### src/hw/rtl/rhwf_pkg.sv
`default_nettype none

package rhwf_pkg;

  // Field widths of the request, result and configuration channels
  localparam int GridSizeW = 6;
  localparam int PosW      = 5;
  localparam int HeadW     = 2;
  localparam int KindW     = 2;

  // Request codes
  localparam logic REQ_LOAD = 1'b0;
  localparam logic REQ_STEP = 1'b1;

  // Cell kinds; bit 0 is the stored wall bit
  localparam logic [KindW-1:0] CELL_OPEN  = 2'd0;
  localparam logic [KindW-1:0] CELL_WALL  = 2'd1;
  localparam logic [KindW-1:0] CELL_START = 2'd2;

  // Headings
  localparam logic [HeadW-1:0] HEAD_UP    = 2'd0;
  localparam logic [HeadW-1:0] HEAD_LEFT  = 2'd1;
  localparam logic [HeadW-1:0] HEAD_DOWN  = 2'd2;
  localparam logic [HeadW-1:0] HEAD_RIGHT = 2'd3;

  // One result transaction
  typedef struct packed {
    logic [PosW-1:0]  pos_row;
    logic [PosW-1:0]  pos_col;
    logic [HeadW-1:0] heading;
    logic             at_exit;
    logic             stuck;
  } res_t;

endpackage

`default_nettype wire

### src/hw/rtl/rhwf_cfg_if.sv
`default_nettype none

interface rhwf_cfg_if;
  logic                           valid;
  logic                           ready;
  logic [rhwf_pkg::GridSizeW-1:0] grid_size;

  modport source (output valid, output grid_size, input ready);
  modport sink (input valid, input grid_size, output ready);
endinterface

`default_nettype wire

### src/hw/rtl/rhwf_req_if.sv
`default_nettype none

interface rhwf_req_if;
  logic                       valid;
  logic                       ready;
  logic                       req_type;
  logic [rhwf_pkg::KindW-1:0] cell_kind;

  modport source (output valid, output req_type, output cell_kind, input ready);
  modport sink (input valid, input req_type, input cell_kind, output ready);
endinterface

`default_nettype wire

### src/hw/rtl/rhwf_res_if.sv
`default_nettype none

interface rhwf_res_if;
  logic                       valid;
  logic                       ready;
  logic [rhwf_pkg::PosW-1:0]  pos_row;
  logic [rhwf_pkg::PosW-1:0]  pos_col;
  logic [rhwf_pkg::HeadW-1:0] heading;
  logic                       at_exit;
  logic                       stuck;

  modport source (output valid, output pos_row, output pos_col, output heading,
                  output at_exit, output stuck, input ready);
  modport sink (input valid, input pos_row, input pos_col, input heading,
                input at_exit, input stuck, output ready);
endinterface

`default_nettype wire

### src/hw/rtl/rhwf_wall_ram.sv
`default_nettype none

module rhwf_wall_ram #(
  parameter int Depth = 1024
) (
  input  wire                       clk_i,
  input  wire                       we_i,
  input  wire                       re_i,
  input  wire [$clog2(Depth)-1:0]   addr_i,
  input  wire                       wdata_i,
  output logic                      rdata_o
);

  logic mem [Depth];
  logic rdata_q;

  // Single port: write or registered read
  always_ff @(posedge clk_i) begin
    if (we_i) begin
      mem[addr_i] <= wdata_i;
    end
    if (re_i) begin
      rdata_q <= mem[addr_i];
    end
  end

  assign rdata_o = rdata_q;

endmodule

`default_nettype wire

### src/hw/rtl/rhwf_walker.sv
`default_nettype none

module rhwf_walker #(
  parameter int MaxSide = 32
) (
  input  wire                            clk_i,
  input  wire                            rst_ni,
  rhwf_req_if.sink                       req_i,
  input  wire                            cfg_wr_i,
  input  wire [$clog2(MaxSide)+1-1:0]    size_i,
  output rhwf_pkg::res_t                 res_o,
  output logic                           res_valid_o,
  input  wire                            res_ready_i
);

  localparam int RowW  = $clog2(MaxSide);
  localparam int CmpW  = RowW + 1;
  localparam int Depth = MaxSide * MaxSide;
  localparam int AddrW = $clog2(Depth);

  typedef enum logic [3:0] {
    ST_IDLE  = 4'b0001,
    ST_LOAD  = 4'b0010,
    ST_PROBE = 4'b0100,
    ST_EMIT  = 4'b1000
  } state_e;

  state_e state_q, state_d;

  logic [rhwf_pkg::KindW-1:0] kind_q, kind_d;
  logic [RowW-1:0]            row_q, row_d, col_q, col_d;
  logic [RowW-1:0]            ld_row_q, ld_row_d, ld_col_q, ld_col_d;
  logic [rhwf_pkg::HeadW-1:0] head_q, head_d;
  logic                       stuck_q, stuck_d;
  logic [1:0]                 try_q, try_d;
  logic                       iss_done_q, iss_done_d;

  // Probe pipeline: one neighbour in flight through the memory read
  logic                       p_valid_q, p_valid_d;
  logic                       p_ongrid_q, p_ongrid_d;
  logic                       p_last_q, p_last_d;
  logic [rhwf_pkg::HeadW-1:0] p_head_q, p_head_d;
  logic [RowW-1:0]            p_row_q, p_row_d, p_col_q, p_col_d;

  logic [rhwf_pkg::HeadW-1:0] iss_head;
  logic [CmpW-1:0]            rr, cc, nr, nc, size_m1;
  logic                       ongrid;
  logic                       mem_we, mem_re, mem_rdata;
  logic [AddrW-1:0]           mem_addr;
  logic                       probe_open;

  assign size_m1 = size_i - CmpW'(1);

  // Neighbour of the current position in the heading being issued
  assign iss_head = head_q + 2'd3 + try_q;
  assign rr = CmpW'(row_q);
  assign cc = CmpW'(col_q);

  always_comb begin
    nr     = rr;
    nc     = cc;
    ongrid = 1'b1;
    unique case (iss_head)
      rhwf_pkg::HEAD_UP: begin
        ongrid = (rr != '0);
        nr     = rr - CmpW'(1);
      end
      rhwf_pkg::HEAD_LEFT: begin
        ongrid = (cc != '0);
        nc     = cc - CmpW'(1);
      end
      rhwf_pkg::HEAD_DOWN: begin
        nr = rr + CmpW'(1);
      end
      rhwf_pkg::HEAD_RIGHT: begin
        nc = cc + CmpW'(1);
      end
    endcase
    ongrid = ongrid && (nr < size_i) && (nc < size_i);
  end

  // Memory port: load writes, probes read
  always_comb begin
    mem_we   = 1'b0;
    mem_re   = 1'b0;
    mem_addr = AddrW'(nr[RowW-1:0]) * AddrW'(MaxSide) + AddrW'(nc[RowW-1:0]);
    if (state_q == ST_LOAD) begin
      mem_we   = 1'b1;
      mem_addr = AddrW'(ld_row_q) * AddrW'(MaxSide) + AddrW'(ld_col_q);
    end else if (state_q == ST_PROBE && !iss_done_q) begin
      mem_re = ongrid;
    end
  end

  rhwf_wall_ram #(
    .Depth (Depth)
  ) u_wall_ram (
    .clk_i   (clk_i),
    .we_i    (mem_we),
    .re_i    (mem_re),
    .addr_i  (mem_addr),
    .wdata_i (kind_q[0]),
    .rdata_o (mem_rdata)
  );

  assign probe_open = p_valid_q && p_ongrid_q && !mem_rdata;

  // Sequencer
  always_comb begin
    state_d    = state_q;
    kind_d     = kind_q;
    row_d      = row_q;
    col_d      = col_q;
    ld_row_d   = ld_row_q;
    ld_col_d   = ld_col_q;
    head_d     = head_q;
    stuck_d    = stuck_q;
    try_d      = try_q;
    iss_done_d = iss_done_q;
    p_valid_d  = 1'b0;
    p_ongrid_d = p_ongrid_q;
    p_last_d   = p_last_q;
    p_head_d   = p_head_q;
    p_row_d    = p_row_q;
    p_col_d    = p_col_q;

    unique case (state_q)
      ST_IDLE: begin
        if (req_i.valid) begin
          kind_d     = req_i.cell_kind;
          try_d      = '0;
          iss_done_d = 1'b0;
          stuck_d    = 1'b0;
          state_d    = (req_i.req_type == rhwf_pkg::REQ_STEP) ? ST_PROBE : ST_LOAD;
        end
      end
      ST_LOAD: begin
        // Store the wall bit, place the walker on a start cell, advance
        if (kind_q == rhwf_pkg::CELL_START) begin
          row_d = ld_row_q;
          col_d = ld_col_q;
        end
        if (CmpW'(ld_col_q) >= size_m1) begin
          ld_col_d = '0;
          ld_row_d = (CmpW'(ld_row_q) >= size_m1) ? '0 : ld_row_q + RowW'(1);
        end else begin
          ld_col_d = ld_col_q + RowW'(1);
        end
        state_d = ST_EMIT;
      end
      ST_PROBE: begin
        // Issue the next heading
        if (!iss_done_q) begin
          p_valid_d  = 1'b1;
          p_ongrid_d = ongrid;
          p_last_d   = (try_q == 2'd3);
          p_head_d   = iss_head;
          p_row_d    = nr[RowW-1:0];
          p_col_d    = nc[RowW-1:0];
          try_d      = try_q + 2'd1;
          iss_done_d = (try_q == 2'd3);
        end
        // Judge the probe returning from memory
        if (probe_open) begin
          head_d    = p_head_q;
          row_d     = p_row_q;
          col_d     = p_col_q;
          p_valid_d = 1'b0;
          state_d   = ST_EMIT;
        end else if (p_valid_q && p_last_q) begin
          head_d    = p_head_q + 2'd1;
          stuck_d   = 1'b1;
          p_valid_d = 1'b0;
          state_d   = ST_EMIT;
        end
      end
      ST_EMIT: begin
        if (res_ready_i) begin
          state_d = ST_IDLE;
        end
      end
      default: begin
        state_d = ST_IDLE;
      end
    endcase

    // A size write restarts the load sequence
    if (cfg_wr_i) begin
      ld_row_d = '0;
      ld_col_d = '0;
    end
  end

  always_ff @(posedge clk_i or negedge rst_ni) begin
    if (!rst_ni) begin
      state_q    <= ST_IDLE;
      row_q      <= '0;
      col_q      <= '0;
      head_q     <= rhwf_pkg::HEAD_UP;
      ld_row_q   <= '0;
      ld_col_q   <= '0;
      stuck_q    <= 1'b0;
      try_q      <= '0;
      iss_done_q <= 1'b0;
      p_valid_q  <= 1'b0;
    end else begin
      state_q    <= state_d;
      row_q      <= row_d;
      col_q      <= col_d;
      head_q     <= head_d;
      ld_row_q   <= ld_row_d;
      ld_col_q   <= ld_col_d;
      stuck_q    <= stuck_d;
      try_q      <= try_d;
      iss_done_q <= iss_done_d;
      p_valid_q  <= p_valid_d;
    end
  end

  always_ff @(posedge clk_i) begin
    kind_q     <= kind_d;
    p_ongrid_q <= p_ongrid_d;
    p_last_q   <= p_last_d;
    p_head_q   <= p_head_d;
    p_row_q    <= p_row_d;
    p_col_q    <= p_col_d;
  end

  assign req_i.ready = (state_q == ST_IDLE);

  // Result of the finished transaction
  assign res_valid_o     = (state_q == ST_EMIT);
  assign res_o.pos_row   = rhwf_pkg::PosW'(row_q);
  assign res_o.pos_col   = rhwf_pkg::PosW'(col_q);
  assign res_o.heading   = head_q;
  assign res_o.stuck     = stuck_q;
  assign res_o.at_exit   = (rr == '0) || (cc == '0) || (rr >= size_m1) || (cc >= size_m1);

endmodule

`default_nettype wire

### src/hw/rtl/right_hand_wall_follower_core.sv
// A load passes the load and emit states, a step the probe and emit states.
// One request at a time: a new one is taken only in the idle state; a step probes
// up to four neighbours through the single wall memory port, one read per cycle.
// Reset clears the walker to row 0, column 0, heading up, the load position to the
// first cell and the size to 32 (or MaxSide if smaller). The wall memory is not
// cleared and must be loaded before stepping.
`default_nettype none

module right_hand_wall_follower_core #(
  parameter int MaxSide = 32
) (
  input  wire         clk_i,
  input  wire         rst_ni,
  rhwf_cfg_if.sink    cfg_i,
  rhwf_req_if.sink    req_i,
  rhwf_res_if.source  res_o
);

  localparam int SizeW   = $clog2(MaxSide) + 1;
  localparam int SizeRst = (MaxSide < 32) ? MaxSide : 32;

  logic [SizeW-1:0] size_q, size_d;
  logic             cfg_wr;

  rhwf_pkg::res_t   wk_res, out_q;
  logic             wk_valid, slot_free;
  logic             out_valid_q;

  // Clamp the written size to the supported range
  assign cfg_i.ready = 1'b1;
  assign cfg_wr      = cfg_i.valid;

  always_comb begin
    if (cfg_i.grid_size < rhwf_pkg::GridSizeW'(3)) begin
      size_d = SizeW'(3);
    end else if (int'(cfg_i.grid_size) > MaxSide) begin
      size_d = SizeW'(MaxSide);
    end else begin
      size_d = SizeW'(cfg_i.grid_size);
    end
  end

  always_ff @(posedge clk_i or negedge rst_ni) begin
    if (!rst_ni) begin
      size_q <= SizeW'(SizeRst);
    end else if (cfg_wr) begin
      size_q <= size_d;
    end
  end

  rhwf_walker #(
    .MaxSide (MaxSide)
  ) u_walker (
    .clk_i       (clk_i),
    .rst_ni      (rst_ni),
    .req_i       (req_i),
    .cfg_wr_i    (cfg_wr),
    .size_i      (size_q),
    .res_o       (wk_res),
    .res_valid_o (wk_valid),
    .res_ready_i (slot_free)
  );

  // Output register: hold the result until the sink takes it
  assign slot_free = !out_valid_q || res_o.ready;

  always_ff @(posedge clk_i or negedge rst_ni) begin
    if (!rst_ni) begin
      out_valid_q <= 1'b0;
    end else if (wk_valid && slot_free) begin
      out_valid_q <= 1'b1;
    end else if (res_o.ready) begin
      out_valid_q <= 1'b0;
    end
  end

  always_ff @(posedge clk_i) begin
    if (wk_valid && slot_free) begin
      out_q <= wk_res;
    end
  end

  assign res_o.valid   = out_valid_q;
  assign res_o.pos_row = out_q.pos_row;
  assign res_o.pos_col = out_q.pos_col;
  assign res_o.heading = out_q.heading;
  assign res_o.at_exit = out_q.at_exit;
  assign res_o.stuck   = out_q.stuck;

endmodule

`default_nettype wire

### src/flat_wrapper.sv
// flat-port wrapper written by rule: the top's interface ports become plain ports
module right_hand_wall_follower_core_flat 
#(
  parameter int MaxSide = 32
)
  (clk_i, rst_ni, cfg_i_valid, cfg_i_grid_size, cfg_i_ready, req_i_valid, req_i_req_type, req_i_cell_kind, req_i_ready, res_o_valid, res_o_pos_row, res_o_pos_col, res_o_heading, res_o_at_exit, res_o_stuck, res_o_ready);
  rhwf_cfg_if cfg_i_i ();
  rhwf_req_if req_i_i ();
  rhwf_res_if res_o_i ();
  input  wire clk_i;
  input  wire rst_ni;
  input wire logic [$bits(cfg_i_i.valid)-1:0] cfg_i_valid;
  input wire logic [$bits(cfg_i_i.grid_size)-1:0] cfg_i_grid_size;
  output wire logic [$bits(cfg_i_i.ready)-1:0] cfg_i_ready;
  input wire logic [$bits(req_i_i.valid)-1:0] req_i_valid;
  input wire logic [$bits(req_i_i.req_type)-1:0] req_i_req_type;
  input wire logic [$bits(req_i_i.cell_kind)-1:0] req_i_cell_kind;
  output wire logic [$bits(req_i_i.ready)-1:0] req_i_ready;
  output wire logic [$bits(res_o_i.valid)-1:0] res_o_valid;
  output wire logic [$bits(res_o_i.pos_row)-1:0] res_o_pos_row;
  output wire logic [$bits(res_o_i.pos_col)-1:0] res_o_pos_col;
  output wire logic [$bits(res_o_i.heading)-1:0] res_o_heading;
  output wire logic [$bits(res_o_i.at_exit)-1:0] res_o_at_exit;
  output wire logic [$bits(res_o_i.stuck)-1:0] res_o_stuck;
  input wire logic [$bits(res_o_i.ready)-1:0] res_o_ready;
  assign cfg_i_i.valid = cfg_i_valid;
  assign cfg_i_i.grid_size = cfg_i_grid_size;
  assign cfg_i_ready = cfg_i_i.ready;
  assign req_i_i.valid = req_i_valid;
  assign req_i_i.req_type = req_i_req_type;
  assign req_i_i.cell_kind = req_i_cell_kind;
  assign req_i_ready = req_i_i.ready;
  assign res_o_valid = res_o_i.valid;
  assign res_o_pos_row = res_o_i.pos_row;
  assign res_o_pos_col = res_o_i.pos_col;
  assign res_o_heading = res_o_i.heading;
  assign res_o_at_exit = res_o_i.at_exit;
  assign res_o_stuck = res_o_i.stuck;
  assign res_o_i.ready = res_o_ready;
  right_hand_wall_follower_core #(.MaxSide(MaxSide)) u_core (.clk_i(clk_i), .rst_ni(rst_ni), .cfg_i(cfg_i_i), .req_i(req_i_i), .res_o(res_o_i));
endmodule
### config.mk
export PLATFORM = sky130hd
export DESIGN_NAME = right_hand_wall_follower_core_flat
export DESIGN_NICKNAME = d
export VERILOG_FILES = /design/src/hw/rtl/rhwf_pkg.sv /design/src/hw/rtl/rhwf_cfg_if.sv /design/src/hw/rtl/rhwf_req_if.sv /design/src/hw/rtl/rhwf_res_if.sv /design/src/hw/rtl/rhwf_wall_ram.sv /design/src/hw/rtl/rhwf_walker.sv /design/src/hw/rtl/right_hand_wall_follower_core.sv /design/src/flat_wrapper.sv
export SDC_FILE = /design/constraint.sdc
export NUM_CORES = 2
export LEC_CHECK = 0
export BUFFER_PORTS_ARGS = -buffer_cell sky130_fd_sc_hd__buf_2
export CAP_MARGIN = 20
export CORE_MARGIN = 2
export CORE_UTILIZATION = 60
export CTS_CLUSTER_SIZE = 30
export DETAILED_ROUTE_END_ITERATION = 8
export PLACE_DENSITY = 0.85
export SLEW_MARGIN = 40
export SYNTH_ARGS = -nofsm -noshare
export SYNTH_HDL_FRONTEND = slang
export SYNTH_HIERARCHICAL = 1
export SYNTH_SLANG_ARGS = --single-unit
### constraint.sdc
create_clock -name clk_i -period 18.2 [get_ports clk_i]
set_input_delay 3.64 -clock clk_i [delete_from_list [all_inputs] [get_ports clk_i]]
set_output_delay 3.64 -clock clk_i [all_outputs]
set_load 0.005 [all_outputs]
# Yosys cells after proc, flatten, opt, wreduce, memory -nomap -nowiden
# Memories as Yosys holds them, arrays and structs flattened. A register that Yosys moved wholly into a read port is not among the register bits.
# Cells that the tools add are included.
# Widths: inputs -> output; s select.
[word_totals]
latchBits = 0
input_bits = 14
word_cells = 144
mem_count = 1
regBits = 68
rom_bits = 0
ramBits = 1024
output_inout_bits = 17
[memory_table]
columns = ["memory", "words", "width", "rd", "rd_clocked_by_memory_dff", "wr", "line", "source"]
rows = [
  ["u_core.u_walker.u_wall_ram.mem", 1024, 1, 1, 1, 1, "rhwf_wall_ram.sv:14", "logic mem [Depth];"],
]
[op_classes]
n_mux = 47
n_mul = 0
n_eq_ne = 17
n_div = 0
shift = 0
n_reduce_logical = 34
addsub = 13
n_lt_le_gt_ge = 8
n_bitwise = 1
[op_table]
columns = ["op", "n"]
rows = [
  ["$mux 5", 11],
  ["$ge 5x6->1", 4],
  ["$pmux 6 s2", 2],
  ["$add 10x5->10", 2],
  ["$pmux 5 s2", 2],
  ["$mux 4", 4],
  ["$pmux 4 s4", 1],
  ["$mux 1", 15],
  ["$add 5x1->6 const B", 2],
  ["$logic_not 6->1", 2],
  ["$lt 6x6->1", 2],
  ["$mux 6", 2],
  ["$reduce_bool 2->1", 6],
  ["$reduce_bool 6->1", 2],
  ["$sub 5x1->6 const B", 2],
  ["$add 5x1->5 const B", 2],
  ["$mux 10", 1],
  ["$ne 2x2->1 const B", 5],
  ["$reduce_and 2->1", 5],
  ["$reduce_and 3->1", 3],
  ["$eq 2x2->1 const B", 4],
  ["$mux 2", 4],
  ["$logic_and 1x1->1", 7],
  ["$gt 6x6->1 const B", 1],
  ["other kinds (20)", 29],
]

# Depth between registers and ports, before layout
[logic_depth]
ltp_word = 9
ltp_mapped = 24
mapped_depth_nobuf = 21

# By module
# The synthesis kept the hierarchy.
[by_module_without_submodules]
columns = ["mod", "area_each_um2", "seq_area_each_um2", "instances", "cells_per_inst"]
rows = [
  ["rhwf_wall_ram", 44347.5, 30779.5, 1, 3369],
  ["rhwf_walker", 3467.1, 1257.5, 1, 367],
  ["right_hand_wall_follower_core", 744.5, 596.8, 1, 43],
]

# Worst setup path before layout
# Ideal clock, no wire load.
[synth_timing]
path_type = "reg-to-reg"
startpoint = "reg u_core/u_walker/kind_q[0] (netlist bit)"
endpoint = "mem u_core.u_walker.u_wall_ram.mem[0] (data pin)"
stages_incl_launch_ff = 1
required_time_ns = 15.526
setup_slack_ns = 3.494
n_path_buf = 0
setup_time_ns = 2.674
synth_period_minus_slack_ns = 14.706
arrival_ns = 12.033
cell_sequence = "edfxtp_1"
[synth_lines]
columns = ["item", "line", "source"]
rows = [
  ["start, declared", "rhwf_walker.sv:30", "logic [rhwf_pkg::KindW-1:0] kind_q, kind_d;"],
  ["start signal, assigned", "rhwf_walker.sv:221", "kind_q <= kind_d;"],
  ["end, declared", "rhwf_wall_ram.sv:14", ""],
]
# Straight into the memory's write port.

# Worst setup path after layout
[layout_timing]
startpoint = "reg u_core.u_walker.try_q[0]"
endpoint = "reg u_core.u_walker.u_wall_ram.rdata_q (netlist: u_core/u_walker/u_wall_ram/rdata_o) (read register of u_core.u_walker.u_wall_ram.mem) (data pin)"
[layout_between]
word_cells_on_any_way = 16
cone_classes = "add/sub: 2; order compare: 2; eq/ne: 3; mux: 6; reduce/logical: 3"
[layout_lines]
columns = ["item", "line", "source"]
rows = [
  ["start, declared", "rhwf_walker.sv:35", "logic [1:0] try_q, try_d;"],
  ["start signal, assigned", "rhwf_walker.sv:214", "try_q <= try_d;"],
  ["$add 2x2->2 *", "rhwf_walker.sv:55", "assign iss_head = head_q + 2'd3 + try_q;"],
  ["net u_core.u_walker.iss_head (one bit)", "rhwf_walker.sv:45", "logic [rhwf_pkg::HeadW-1:0] iss_head;"],
  ["$eq 2x2->1 or $eq 2x1->1 (tied branches)", "rhwf_walker.sv:63", "unique case (iss_head)"],
  ["$pmux 6 s2 *", "rhwf_walker.sv:63", ""],
  ["net u_core.u_walker.nc[1]", "rhwf_walker.sv:46", "logic [CmpW-1:0] rr, cc, nr, nc, size_m1;"],
  ["$add 10x5->10 *", "rhwf_walker.sv:86", "mem_addr = AddrW'(nr[RowW-1:0]) * AddrW'(MaxSide) + AddrW'(nc[RowW-1:0]);"],
  ["$mux 10 *", "rhwf_walker.sv:87", "if (state_q == ST_LOAD) begin"],
  ["net u_core.u_walker.mem_addr[1]", "rhwf_walker.sv:49", "logic [AddrW-1:0] mem_addr;"],
  ["end, declared", "rhwf_wall_ram.sv:15", "logic rdata_q;"],
]
# Mark *: on every way through the listed nets, which the timed path passes. The rest lies on a longest branch.
# A chain may end at the register's enable or synchronous reset.

==> impl_metrics.ini <==
[timing]
report.final.slew_viol_count = 0
timing.final.crit_period_ps = 6850
hold_violations = 0
worst_slew_pin_slew_ps = 944
clock-skew-final_ps = 39.2
relSlewSlack_pct = 36.9
fin_crit_sh_pct = 37.6
setup_viol = 0
setup_tns_ps = 0
rsz0062_at_grt = no
fmax_mhz = 146

[clocking]
clockBufferDepth = 3
clk_pin_slew_worst_paths_ps = 60
cts_hold_buf = 0
root_buffer = clkbuf_16
htree_levels = 3
cts_tree = built
cts_buffers = 108
cts_setup_buffers = 0
clock-sinks = 1093
insertion_delay_ps = 700
ctsResizeCount = 0

[route]
vias = 32531
drc_errors = 0
dr.pass1.iters = 6
ant_nets = 0
wl_mm = 135
wl_per_cell_um = 28.1
vias_per_cell = 6.77
drtIter0Drc = 6059

[synth]
avgSynthCellArea_um2 = 12.8
synth-edff-count = 1055
yosysTopAreaCellShare_pct = 65.2
synth_warnings = 6
yosysTopAreaCell = edfxtp_1
syn_area_mm2 = 0.0486
seq_area_frac_synth_pct = 67.2
yosys-top-cells-area = edfxtp_1, mux2i_1, nor2_1, o22ai_1, dfrtp_1
syn_inst = 3779
yosysUniqueCellTypes = 65
ys.flop_type = edfxtp_1
synthArstFlopShare_pct = 3.48
synth_fp_nets = 3838
synth-seq-cells = 1093

[outcome]
status = finished clean

[cells_and_area]
stdcell_area_mm2 = 0.0531
area_delta_synth_final_pct = 9.37
num_antenna_cells = 0
nets = 3714
drive_above_1_share_pct = 10.4

[worst_setup_path]
end_kind = register
worstSetupStartpointType = register
critPathArrivalTime_ps = 7290
worst-path-max-fanout = 74
cp.required_ps = 18640
crit_type = register to register

[grt]
grt_util_all_layers_pct = 32.3
grt_max_degree = 182
antenna_found_initial = 2
grt_pass1_vias = 31330
grt-ovfl-total = 0
grt_pass1_wl_mm = 197

[placement]
gp_congestion = 0.863
numPortBuffers = 29
place_area_mm2 = 0.0496
dpl.hpwl_mm = 69.8

[floorplanning]
ios = 31
start_util_pct = 60.5
rows = 104
die_h_um = 288
die_x_um = 288
coreArea_mm2 = 0.0803
dieArea_mm2 = 0.0832

[pwr]
ir_worst_vdd_mv = 0.244
p_leak_nw = 16.8
power.density_mw_per_mm2 = 190

[hold_path]
worstHoldPathType = register to register

[run]
maxCapViolCount = 0
[cell type report]
cell class                      count  area (um2)
Fill cell                        5187       27200
Multi-Input combinational cell   2317       14600
Tap cell                         1060        1330
Inverter                           37         144
Sequential cell                  1093       32600
Clock buffer                      136        2910
Timing Repair Buffer               98         856
Clock inverter                     66         612
[critical path, stage by stage, from the launching register on]
cell,delay (ps)
dfrtp_1,380
inv_1,50
ha_1,590
clkinv_1,380
nand2_1,260
inv_1,80
fa_1,430
mux2i_1,320
mux2_8,530
buf_16,340
buf_12,450
buf_16,420
mux2i_1,270
o22ai_1,110
nor4_1,430
o2111ai_1,260
o31ai_1,480
nor4_1,230
a211oi_1,270
nand3_1,100
[per-layer routing]
metal,share of wire [%],routed length [um],global-route usage (%),vias to the layer above
met5,0.022,30,0,-
met4,6.7,9060,18.2,4
met3,15,20800,8.13,632
met2,44,60100,48.8,2717
met1,33,45200,43.1,15734
li1,-,-,-,13444
[cell usage in the layout, fill, tap and decap left out, types with 20 or more instances in the layout]
cell	count
buf_2	28
buf_4	54
clkbuf_1	22
clkbuf_16	112
clkinv_1	31
dfrtp_1	36
edfxtp_1	1055
ha_1	43
inv_1	34
mux2i_1	469
mux4_2	32
nand2_1	59
nand2_2	54
nand3_1	20
nor2_1	1108
nor3_1	20
nor4_1	44
o21ai_0	40
o22ai_1	200
[cell usage after synthesis, drive strengths merged, types with 3 or more instances]
library cell / n
and3b: 4
a21o: 4
nor3: 24
or4: 3
nand4: 7
mux2: 10
and2: 6
xor2: 7
nand3: 20
nand4b: 4
clkbuf: 181
nor2: 1110
o211ai: 19
nand2: 121
o22ai: 200
a21oi: 16
mux2i: 469
and3: 6
or4b: 5
o31ai: 6
nor3b: 8
nand4bb: 6
nor2b: 4
inv: 35
mux4: 32
nand2b: 12
nand3b: 10
xnor2: 12
dfrtp: 36
nor4: 44
a211o: 5
ha: 43
a211oi: 11
a31oi: 11
buf: 151
o2111ai: 14
edfxtp: 1055
o21ai: 41
[flip-flops by register name (all words and copies together) (netlist names), 5 cells and up]
register	count
u_core/u_walker/u_wall_ram/mem	1024
u_core/size_q	6
u_core/res_o.pos_col	5
u_core/res_o.pos_row	5
u_core/u_walker/col_q	5
u_core/u_walker/ld_col_q	5
u_core/u_walker/ld_row_q	5
u_core/u_walker/p_col_q	5
u_core/u_walker/p_row_q	5
u_core/u_walker/row_q	5
[report_power, final]
part	switching (mW)	total, mW	internal, mW	leakage, nW
sequential	0.0430	2.97	2.93	9.99
clock	0.946	2.23	1.29	1.73
combinational	3.16	4.91	1.75	5.07
total	4.15	10.1	5.97	16.8
[cell families after synthesis]
logic type | after synthesis | synth area share, %
AOI/OAI and AO/OA | 339 | 4.51
and+or+nand+nor | 1402 | 11.9
other | 1 | 0.00772
muxes | 511 | 11.4
buffers and inverters | 369 | 3.46
xor gates and xnor gates | 19 | 0.343
adders and majority gates | 45 | 1.19
DFF | 1093 | 67.2
[worst paths after layout]
| check | start | end | slack (ps) | depth (start not counted) |
|---|---|---|---|---|
| setup / recovery | u_core/u_walker/try_q[0]$_DFFE_PN0P_ | u_core/u_walker/u_wall_ram/rdata_o$_DFFE_PP_ | 11350 | 19 |
| hold reg to reg | u_core/u_walker/stuck_q$_DFFE_PN0P_ | u_core/res_o.stuck$_DFFE_PP_ | 450 | 0 |
| min in group asynchronous | rst_ni | u_core/size_q[2]$_DFFE_PN0P_ | 2920 | 1 |
| hold / removal | u_core/u_walker/stuck_q$_DFFE_PN0P_ | u_core/res_o.stuck$_DFFE_PP_ | 450 | 0 |
| setup reg to reg | u_core/u_walker/try_q[0]$_DFFE_PN0P_ | u_core/u_walker/u_wall_ram/rdata_o$_DFFE_PP_ | 11350 | 19 |
| max in group asynchronous | rst_ni | u_core/u_walker/state_q[0]$_DFFE_PN1P_ | 14870 | 1 |
[metrics by stage]
step                      hold slack, ps  util (%)  std cells  setup slack, ps  total power, mW
after CTS                            458      66.1       4806            11540             9.95
after detailed placement             445      61.7       4604            11600             7.71
after global routing                 474      66.2       4807            11170             10.3
after global placement               435      61.3       4599            11320             7.53
final                                451      66.2       4807            11350             10.1
after floorplan                      416         -       3779             3490             6.53
Power figures use the tool's default switching activity.
